$ cat src/design/mrfc_pkg.sv
// Shared types and constants for the MPU region match and fault check block.
// Used by mrfc_cell, mrfc_classify and the top level; depends on nothing.
package mrfc_pkg;

	localparam int unsigned NUM_REGIONS_DEF = 8;
	localparam int unsigned HIT_W           = 4;

	localparam logic FUNC_WRITE = 1'b0;
	localparam logic FUNC_CHECK = 1'b1;

	localparam logic [HIT_W-1:0] DEFAULT_HIT       = 4'd8;
	localparam logic [4:0]       DEFAULT_SIZE_CODE = 5'd28;
	localparam logic [2:0]       DEFAULT_PERM      = 3'd3;
	localparam logic [7:0]       DEFAULT_XN_MAP    = 8'hE4;
	localparam logic [11:0]      PPB_PREFIX        = 12'hE00;
	localparam logic [2:0]       SYS_SPACE         = 3'd7;
	localparam logic [4:0]       SUBREGION_MIN     = 5'd7;
	localparam logic [4:0]       SIZE_CODE_ALL     = 5'd31;

	// PMSAv7 AP codes
	localparam logic [2:0] AP_NONE      = 3'd0;
	localparam logic [2:0] AP_PRIV_RW   = 3'd1;
	localparam logic [2:0] AP_USER_RO   = 3'd2;
	localparam logic [2:0] AP_FULL      = 3'd3;
	localparam logic [2:0] AP_RSVD      = 3'd4;
	localparam logic [2:0] AP_PRIV_RO   = 3'd5;
	localparam logic [2:0] AP_RO        = 3'd6;
	localparam logic [2:0] AP_RO_ALT    = 3'd7;

	typedef enum logic [3:0] {
		CAUSE_NULL          = 4'd0,
		CAUSE_STACK         = 4'd1,
		CAUSE_UNMAPPED      = 4'd2,
		CAUSE_NOEXEC        = 4'd3,
		CAUSE_UNPRIV_NOEXEC = 4'd4,
		CAUSE_BLOCKED       = 4'd5,
		CAUSE_UNPRIV_BLOCK  = 4'd6,
		CAUSE_READONLY      = 4'd7,
		CAUSE_UNPRIV_RO     = 4'd8,
		CAUSE_UNKNOWN       = 4'd9
	} cause_t;

	typedef enum logic [2:0] {
		REG_PROTECT_EN = 3'd0,
		REG_FALLBACK   = 3'd1,
		REG_STACK_LIM  = 3'd2,
		REG_STACK_SIZE = 3'd3,
		REG_NULL_LIM   = 3'd4
	} reg_idx_t;

	typedef struct packed {
		logic             valid;
		logic             func;
		logic [2:0]       region_index;
		logic [26:0]      region_base;
		logic [4:0]       region_size_code;
		logic [7:0]       region_subregion_off;
		logic [2:0]       region_perm;
		logic             region_no_exec;
		logic             region_on;
		logic [31:0]      address;
		logic             is_fetch;
		logic             is_privileged;
		logic             hit;
		logic [HIT_W-1:0] hit_region;
		logic [4:0]       hit_size_code;
		logic [2:0]       hit_perm;
		logic             hit_no_exec;
	} req_t;

	typedef struct packed {
		logic        protect_enable;
		logic        default_map_fallback;
		logic [31:0] stack_floor;
		logic [16:0] stack_guard_size;
		logic [31:0] null_guard_limit;
	} cfg_t;

	typedef struct packed {
		logic             mapped;
		logic [HIT_W-1:0] hit_region;
		logic [4:0]       hit_size_code;
		logic [2:0]       hit_perm;
		logic             hit_no_exec;
		cause_t           fault_cause;
	} result_t;

endpackage

$ cat src/design/mpu_region_match_and_fault_check_top.sv
// Top level of the MPU region match and fault check block: APB registers,
// the chain of region cells and the result register. Depends on mrfc_pkg,
// mrfc_cell and mrfc_classify.
//
// Requests pass through a chain of NUM_REGIONS cells, one region entry per
// cell, lowest region first, so a later match overrides an earlier one and
// the highest-numbered region wins. A new request is accepted every cycle
// unless the chain holds; a check result passes through the register of
// each cell in the chain and then the result register. Region writes travel
// the same chain and take effect in request order; they give no result.
// The whole chain holds while a result waits to be taken.
module mpu_region_match_and_fault_check_top #(
	parameter int unsigned NUM_REGIONS = mrfc_pkg::NUM_REGIONS_DEF
) (
	input  logic        clk,
	input  logic        arst_n,
	input  logic        psel,
	input  logic        penable,
	input  logic        pwrite,
	input  logic [4:0]  paddr,
	input  logic [31:0] pwdata,
	output logic [31:0] prdata,
	output logic        pready,
	input  logic        in_valid,
	output logic        in_ready,
	input  logic        func,
	input  logic [2:0]  region_index,
	input  logic [26:0] region_base,
	input  logic [4:0]  region_size_code,
	input  logic [7:0]  region_subregion_off,
	input  logic [2:0]  region_perm,
	input  logic        region_no_exec,
	input  logic        region_on,
	input  logic [31:0] address,
	input  logic        is_fetch,
	input  logic        is_privileged,
	output logic        out_valid,
	input  logic        out_ready,
	output logic        mapped,
	output logic [3:0]  hit_region,
	output logic [4:0]  hit_size_code,
	output logic [2:0]  hit_perm,
	output logic        hit_no_exec,
	output logic [3:0]  fault_cause
);
	import mrfc_pkg::*;

	cfg_t     cfg_q;
	req_t     chain [NUM_REGIONS+1];
	result_t  res;
	result_t  res_q;
	logic     out_valid_q;
	logic     adv;
	reg_idx_t widx;

	assign pready   = 1'b1;
	assign adv      = !out_valid_q || out_ready;
	assign in_ready = adv;
	assign widx     = reg_idx_t'(paddr[4:2]);

	always_ff @(posedge clk or negedge arst_n) begin
		if (!arst_n) begin
			cfg_q.protect_enable       <= 1'b0;
			cfg_q.default_map_fallback <= 1'b0;
			cfg_q.stack_floor          <= 32'd0;
			cfg_q.stack_guard_size     <= 17'd32;
			cfg_q.null_guard_limit     <= 32'h0010_0000;
		end else if (psel && penable && pwrite) begin
			case (widx)
				REG_PROTECT_EN: cfg_q.protect_enable       <= pwdata[0];
				REG_FALLBACK:   cfg_q.default_map_fallback <= pwdata[0];
				REG_STACK_LIM:  cfg_q.stack_floor          <= pwdata;
				REG_STACK_SIZE: cfg_q.stack_guard_size     <= pwdata[16:0];
				REG_NULL_LIM:   cfg_q.null_guard_limit     <= pwdata;
				default: ;
			endcase
		end
	end

	always_comb begin
		case (widx)
			REG_PROTECT_EN: prdata = {31'b0, cfg_q.protect_enable};
			REG_FALLBACK:   prdata = {31'b0, cfg_q.default_map_fallback};
			REG_STACK_LIM:  prdata = cfg_q.stack_floor;
			REG_STACK_SIZE: prdata = {15'b0, cfg_q.stack_guard_size};
			REG_NULL_LIM:   prdata = cfg_q.null_guard_limit;
			default:        prdata = 32'b0;
		endcase
	end

	always_comb begin
		chain[0]                      = '0;
		chain[0].valid                = in_valid;
		chain[0].func                 = func;
		chain[0].region_index         = region_index;
		chain[0].region_base          = region_base;
		chain[0].region_size_code     = region_size_code;
		chain[0].region_subregion_off = region_subregion_off;
		chain[0].region_perm          = region_perm;
		chain[0].region_no_exec       = region_no_exec;
		chain[0].region_on            = region_on;
		chain[0].address              = address;
		chain[0].is_fetch             = is_fetch;
		chain[0].is_privileged        = is_privileged;
	end

	for (genvar i = 0; i < NUM_REGIONS; i++) begin : g_cell
		mrfc_cell #(.INDEX(i)) u_cell (
			.clk     (clk),
			.arst_n  (arst_n),
			.adv     (adv),
			.req_in  (chain[i]),
			.req_out (chain[i+1])
		);
	end

	mrfc_classify u_classify (
		.req (chain[NUM_REGIONS]),
		.cfg (cfg_q),
		.res (res)
	);

	always_ff @(posedge clk or negedge arst_n) begin
		if (!arst_n) begin
			out_valid_q <= 1'b0;
		end else if (adv) begin
			out_valid_q <= chain[NUM_REGIONS].valid && (chain[NUM_REGIONS].func == FUNC_CHECK);
		end
	end

	always_ff @(posedge clk) begin
		if (adv) begin
			res_q <= res;
		end
	end

	assign out_valid     = out_valid_q;
	assign mapped        = res_q.mapped;
	assign hit_region    = res_q.hit_region;
	assign hit_size_code = res_q.hit_size_code;
	assign hit_perm      = res_q.hit_perm;
	assign hit_no_exec   = res_q.hit_no_exec;
	assign fault_cause   = res_q.fault_cause;

	a_unmapped_clear: assert property (@(posedge clk) disable iff (!arst_n)
		out_valid && !mapped |-> hit_region == 4'd0 && hit_size_code == 5'd0 &&
			hit_perm == 3'd0 && !hit_no_exec)
		else $error("unmapped result carries hit attributes");

	a_default_attrs: assert property (@(posedge clk) disable iff (!arst_n)
		out_valid && mapped && hit_region == DEFAULT_HIT |->
			hit_size_code == DEFAULT_SIZE_CODE && hit_perm == DEFAULT_PERM)
		else $error("default map hit with wrong attributes");

	a_region_range: assert property (@(posedge clk) disable iff (!arst_n)
		out_valid && mapped && hit_region != DEFAULT_HIT |->
			32'(hit_region) < NUM_REGIONS)
		else $error("hit region outside region table");

	a_unmapped_cause: assert property (@(posedge clk) disable iff (!arst_n)
		out_valid && !mapped |-> fault_cause == CAUSE_NULL ||
			fault_cause == CAUSE_STACK || fault_cause == CAUSE_UNMAPPED)
		else $error("unmapped access given a permission fault");

endmodule

$ cat src/design/mrfc_cell.sv
// One region cell: holds one region entry, captures writes addressed to it and
// updates the running match of a passing check request. Depends on mrfc_pkg.
module mrfc_cell #(
	parameter int unsigned INDEX = 0
) (
	input  logic           clk,
	input  logic           arst_n,
	input  logic           adv,
	input  mrfc_pkg::req_t req_in,
	output mrfc_pkg::req_t req_out
);
	import mrfc_pkg::*;

	localparam logic [HIT_W-1:0] IDX = HIT_W'(INDEX);

	logic [26:0] base_q;
	logic [4:0]  size_q;
	logic [7:0]  sub_off_q;
	logic [2:0]  perm_q;
	logic        no_exec_q;
	logic        on_q;

	logic [5:0]  span;
	logic [5:0]  sub_sh;
	logic [31:0] mask;
	logic [31:0] shifted;
	logic [2:0]  sub_idx;
	logic        sub_off;
	logic        match;
	logic        wr_hit;
	req_t        req_nxt;

	always_comb begin
		span    = {1'b0, size_q} + 6'd1;
		sub_sh  = span - 6'd3;
		mask    = 32'hFFFF_FFFF << span;
		shifted = req_in.address >> sub_sh;
		sub_idx = shifted[2:0];
		sub_off = (size_q >= SUBREGION_MIN) && sub_off_q[sub_idx];
		match   = on_q && (((req_in.address ^ {base_q, 5'b0}) & mask) == 32'h0) && !sub_off;
		wr_hit  = req_in.valid && (req_in.func == FUNC_WRITE) &&
			({1'b0, req_in.region_index} == IDX);
		req_nxt = req_in;
		if (req_in.func == FUNC_CHECK && match) begin
			req_nxt.hit           = 1'b1;
			req_nxt.hit_region    = IDX;
			req_nxt.hit_size_code = size_q;
			req_nxt.hit_perm      = perm_q;
			req_nxt.hit_no_exec   = no_exec_q;
		end
	end

	always_ff @(posedge clk or negedge arst_n) begin
		if (!arst_n) begin
			base_q    <= '0;
			size_q    <= '0;
			sub_off_q <= '0;
			perm_q    <= '0;
			no_exec_q <= 1'b0;
			on_q      <= 1'b0;
		end else if (adv && wr_hit) begin
			base_q    <= req_in.region_base;
			size_q    <= req_in.region_size_code;
			sub_off_q <= req_in.region_subregion_off;
			perm_q    <= req_in.region_perm;
			no_exec_q <= req_in.region_no_exec;
			on_q      <= req_in.region_on;
		end
	end

	always_ff @(posedge clk or negedge arst_n) begin
		if (!arst_n) begin
			req_out <= '0;
		end else if (adv) begin
			req_out <= req_nxt;
		end
	end

endmodule

$ cat src/design/mrfc_classify.sv
// Final lookup resolution (default map, system-space XN) and fault ranking.
// Combinational; depends on mrfc_pkg.
module mrfc_classify (
	input  mrfc_pkg::req_t    req,
	input  mrfc_pkg::cfg_t    cfg,
	output mrfc_pkg::result_t res
);
	import mrfc_pkg::*;

	logic        ppb;
	logic        sys;
	logic        use_default;
	logic        blk, wblk, ublk, uwblk;
	logic [32:0] stack_end;
	logic        in_stack;

	always_comb begin
		ppb = req.address[31:20] == PPB_PREFIX;
		sys = req.address[31:29] == SYS_SPACE;
		use_default = !cfg.protect_enable || ppb ||
			(!req.hit && cfg.default_map_fallback);

		res = '0;
		if (use_default) begin
			res.mapped        = 1'b1;
			res.hit_region    = DEFAULT_HIT;
			res.hit_size_code = DEFAULT_SIZE_CODE;
			res.hit_perm      = DEFAULT_PERM;
			res.hit_no_exec   = DEFAULT_XN_MAP[req.address[31:29]];
		end else if (req.hit) begin
			res.mapped        = 1'b1;
			res.hit_region    = req.hit_region;
			res.hit_size_code = req.hit_size_code;
			res.hit_perm      = req.hit_perm;
			res.hit_no_exec   = req.hit_no_exec | sys;
		end

		blk = 1'b0; wblk = 1'b0; ublk = 1'b0; uwblk = 1'b0;
		case (res.hit_perm)
			AP_NONE:    begin blk = 1'b1; ublk = 1'b1; end
			AP_PRIV_RW: ublk = 1'b1;
			AP_USER_RO: uwblk = 1'b1;
			AP_PRIV_RO: begin wblk = 1'b1; ublk = 1'b1; end
			AP_RO, AP_RO_ALT: begin wblk = 1'b1; uwblk = 1'b1; end
			default: ;
		endcase

		stack_end = {1'b0, cfg.stack_floor} + {16'b0, cfg.stack_guard_size};
		in_stack  = (req.address >= cfg.stack_floor) && ({1'b0, req.address} < stack_end);

		if (req.address <= cfg.null_guard_limit)
			res.fault_cause = CAUSE_NULL;
		else if (in_stack)
			res.fault_cause = CAUSE_STACK;
		else if (!res.mapped)
			res.fault_cause = CAUSE_UNMAPPED;
		else if (req.is_fetch && (res.hit_no_exec || blk))
			res.fault_cause = CAUSE_NOEXEC;
		else if (req.is_fetch && ublk && !req.is_privileged)
			res.fault_cause = CAUSE_UNPRIV_NOEXEC;
		else if (blk)
			res.fault_cause = CAUSE_BLOCKED;
		else if (!req.is_privileged && ublk)
			res.fault_cause = CAUSE_UNPRIV_BLOCK;
		else if (wblk)
			res.fault_cause = CAUSE_READONLY;
		else if (!req.is_privileged && uwblk)
			res.fault_cause = CAUSE_UNPRIV_RO;
		else
			res.fault_cause = CAUSE_UNKNOWN;
	end

endmodule

$ cat config.mk
export PLATFORM = sky130hd
export DESIGN_NAME = mpu_region_match_and_fault_check_top
export DESIGN_NICKNAME = d
export VERILOG_FILES = /design/src/design/mrfc_pkg.sv /design/src/design/mpu_region_match_and_fault_check_top.sv /design/src/design/mrfc_cell.sv /design/src/design/mrfc_classify.sv
export SDC_FILE = /design/constraint.sdc
export NUM_CORES = 2
export LEC_CHECK = 0
export CAP_MARGIN = 0
export CELL_PAD_IN_SITES_DETAIL_PLACEMENT = 1
export CELL_PAD_IN_SITES_GLOBAL_PLACEMENT = 2
export CORE_ASPECT_RATIO = 1.1
export CORE_MARGIN = 2
export CORE_UTILIZATION = 38
export DETAILED_ROUTE_END_ITERATION = 8
export DONT_BUFFER_PORTS = 1
export GPL_TIMING_DRIVEN = 0
export PLACE_DENSITY_LB_ADDON = 0.1
export RECOVER_POWER = 50
export SLEW_MARGIN = 20
export SYNTH_ARGS = -nofsm -noshare
export SYNTH_HDL_FRONTEND = slang
export SYNTH_SLANG_ARGS = --single-unit
$ cat constraint.sdc
create_clock -name clk -period 4.45 [get_ports clk]
set_input_delay 0.445 -clock clk [delete_from_list [all_inputs] [get_ports clk]]
set_output_delay 0.445 -clock clk [all_outputs]
set_load 0.05 [all_outputs]
==> results.ini <==
[hold_path]
hp-class=in2reg
hp-start=penable

[detailed_routing]
drc=0
ant_nets=0
wl_met3_um=7980
drtIter0Drc=2727
maxUsedRoutingLayer=met5
wl_met1_um=103100
met2WireLength_um=126400
dr.pass1.iters=5
wirelength_um=245900
wire_per_inst_um=26.94
viasPerCell=5.553
routed-via-count=50697

[status]
violations=max-capacitance violations, max-slew violations, negative setup slack
outcome=finished, violations left

[worst_setup_path]
path_max_fanout=19
critPathLaunchType=register
cp_top_family=buffers and inverters
end_kind=primary output
worstRegToRegCells=23
cp.depth=7
critPathMostFrequentCell=clkbuf_2
critPathKind=reg2out
critPathCapture=in_ready
critPathMaxStageDelay_ns=0.62
cp_data_arrival_time_ns=4.18
r2r-end=fault_cause[2]
rrSetupSlack_ns=-0.14
r2r_start=cfg_q[49]
critPathLaunch=out_valid
cpMaxStageDelayCell=clkbuf_1
crit_chain=nor2b_4 > inv_1 > clkbuf_1 > clkbuf_2 > clkbuf_4 > clkbuf_2 > buf_12
worstPathRequired_ns=4.01
crit_buf_inv=6

[grt]
antenna_found_initial=5
grt_pass1_wl_um=365500
grt_start_max_net_pins=180
grt_pass1_vias=53801
grt_overflow_total=0
grt.total_usage_pct=28.76

[timing]
drv_slew=279
period_share_pct=104.0
final_hold_viol_count=0
setup_viol=5
min_period_ns=4.627
rsz0062_at_grt=true
finClkSkew_ns=0.02790
tightest_slew_ns=2.036
fmax_mhz=216.1
slew_headroom_pct=-35.72
fin_ws_ns=-0.1767

[cts]
worstSkewPairLatency_ns=0.80
cts_buffers=140
clkTransAtPathRegs_ns=0.06
tritoncts=yes
root_buffer=clkbuf_16
clock-sinks=1183
clockBufferDepth=3
cts_max_level=4

[final_layout]
multi_input_area_sq_um=32140
layout.cells.non_filler=9130
finalNetCount=7083
drive_above_1_share_pct=17.01
nFillCells=18609
area_delta_synth_final_pct=16.36
ff_latch_area_sq_um=29710

[placement]
gp_congestion=0.8998
dp_slack_ns=-1.668
dp_cells=8682
place.detailed.hpwl_um=186400
io_buffers=0

[synth]
ys.flop_type=dfrtp_1
syn_avg_cell_area_sq_um=9.832
yosysSeqAreaShare_pct=46.87
synth-edff-count=18
ys_warn_count=0
syn_inst=6444
async_reset_ff_share_pct=98.48
ys_types=118
synth_nets=6732
synthesis.area_sq_um=63360
ys_seq_elements=1183

[pwr]
p_seq_share_pct=33.5
p_sw_uw=29520
power-per-cell-area_nw_per_um2=899.0
ir_worst_vdd_mv=0.4563
leakage_uw=0.03431
clkPwrFrac_pct=18.1
switching_share_pct=44.55
power_frac_comb_pct=48.4
internal_power_uw=36750
power_uw=66270

[floorplan]
die_w_um=393.3
coreArea_sq_um=166000
dieHeight_um=432.3
ios=180
start_util_pct=38.17
die_area_sq_um=170000
row_count=157

[job]
drv_cap=3

## registers in the layout, indices dropped and copies added, names as in the netlist, 3 cells and up
register                 flops
g_cell.u_cell.size_q        40
cfg_q                       83
g_cell.u_cell.perm_q        24
hit_perm                     3
g_cell.u_cell.no_exec_q      8
g_cell.u_cell.base_q       216
hit_region                   4
fault_cause                  4
g_cell.u_cell.req_out      721
hit_size_code                5
g_cell.u_cell.sub_off_q     64
g_cell.u_cell.on_q           8
## area by class of cell
cell class | count | share of cell area (%)
Timing Repair Buffer | 214 | 2.777
Clock inverter | 56 | 0.9318
Buffer | 348 | 2.335
Tap cell | 2226 | 3.778
Sequential cell | 1183 | 40.30
Antenna cell | 1 | 0.003394
Multi-Input combinational cell | 4752 | 43.60
Inverter | 156 | 0.8130
Clock buffer | 194 | 5.465
## power by group through the flow
stage	registers [uW]	logic, uW	clock network, uW
after floorplan	18500	22000	0
after global placement	22300	28400	0
after detailed placement	22400	29200	0
after CTS	22200	31000	12200
after global routing	22700	34900	12600
final	22200	32100	12000
## cell usage after synthesis, types with 52 or more instances
cell type / count / area, sq um
mux2i_1: 155 / 1551
clkbuf_1: 237 / 889.6
a21o_1: 52 / 390.4
mux2_2: 389 / 4380
o21ai_0: 213 / 1066
xor2_1: 145 / 1270
nor2_1: 182 / 683.2
nor3_1: 65 / 325.3
a21oi_1: 157 / 785.8
nand3_1: 118 / 590.6
xnor2_1: 132 / 1156
inv_1: 152 / 570.6
nand2_1: 2135 / 8014
ha_1: 160 / 2002
dfrtp_1: 1163 / 29100
mux4_2: 161 / 3626
## timing repair
| action | CTS | global route |
|---|---|---|
| hold buffers | 121 | 0 |
| pin swaps | 27 | 32 |
| setup buffers | 48 | 33 |
| resized for setup | 117 | 101 |
| setup endpoints to repair | 376 | 92 |
| hold endpoints to repair | 619 | 0 |
| gates cloned | 0 | 0 |
## layer usage
| layer | vias up | global-route usage, % |
|---|---|---|
| met4 | 6 | 9.540 |
| met1 | 26326 | 35.95 |
| met2 | 1046 | 51.63 |
| met5 | - | 0 |
| li1 | 22937 | - |
| met3 | 382 | 3.089 |
## metrics by stage
stage	area [sq um]	hold WS [ns]	TNS, ns	util, %
finish	73720	0.2140	-0.5640	44.41
global route	73720	0.1975	-1.595	44.41
CTS	73190	0.1708	-0.4091	44.09
detailed placement	66450	0.1627	-95.63	40.03
global placement	66140	0.2844	-380.31	39.85
floorplan	63360	0.1494	0	-
## cell usage in the layout (no fill, tap or decap), drive strengths merged, types with 145 or more instances in the layout
master     n
xor2     149
buf      194
mux2i    159
nor2     184
mux4     162
ha       160
o21ai    223
mux2     390
inv      164
a21oi    159
nand2   2137
xnor2    145
dfrtp   1163
clkbuf   441
## worst min path at each step
stage / endpoint / slack, ns / depth (start not counted)
after global routing: cfg_q[81] / 0.20 / 4
after global placement: g_cell[5].u_cell.req_out[72] / 0.28 / 0
final: cfg_q[81] / 0.21 / 4
after floorplan: cfg_q[0] / 0.15 / 0
after detailed placement: g_cell[5].u_cell.req_out[81] / 0.16 / 0
after CTS: cfg_q[81] / 0.17 / 4
## worst min-delay path: cells and delay by family
kind             cells  cell delay [ns]
muxes                1             0.14
and+or+nand+nor      3             0.37
## logic make-up (layout without fill, tap and decap cells)
kind of cell	Yosys count	after routing	synth area share, %
AO/OA/AOI/OAI	850	850	9.225
flip-flops	1183	1183	46.87
adder cells (fa/ha/maj)	168	168	3.302
XOR/XNOR	294	294	4.284
multiplexers	711	711	15.28
AND/OR/NAND/NOR	2728	2728	17.63
other	1	2	0.005919
buffers and inverters	509	968	3.403
(Power assumes the default switching activity.)
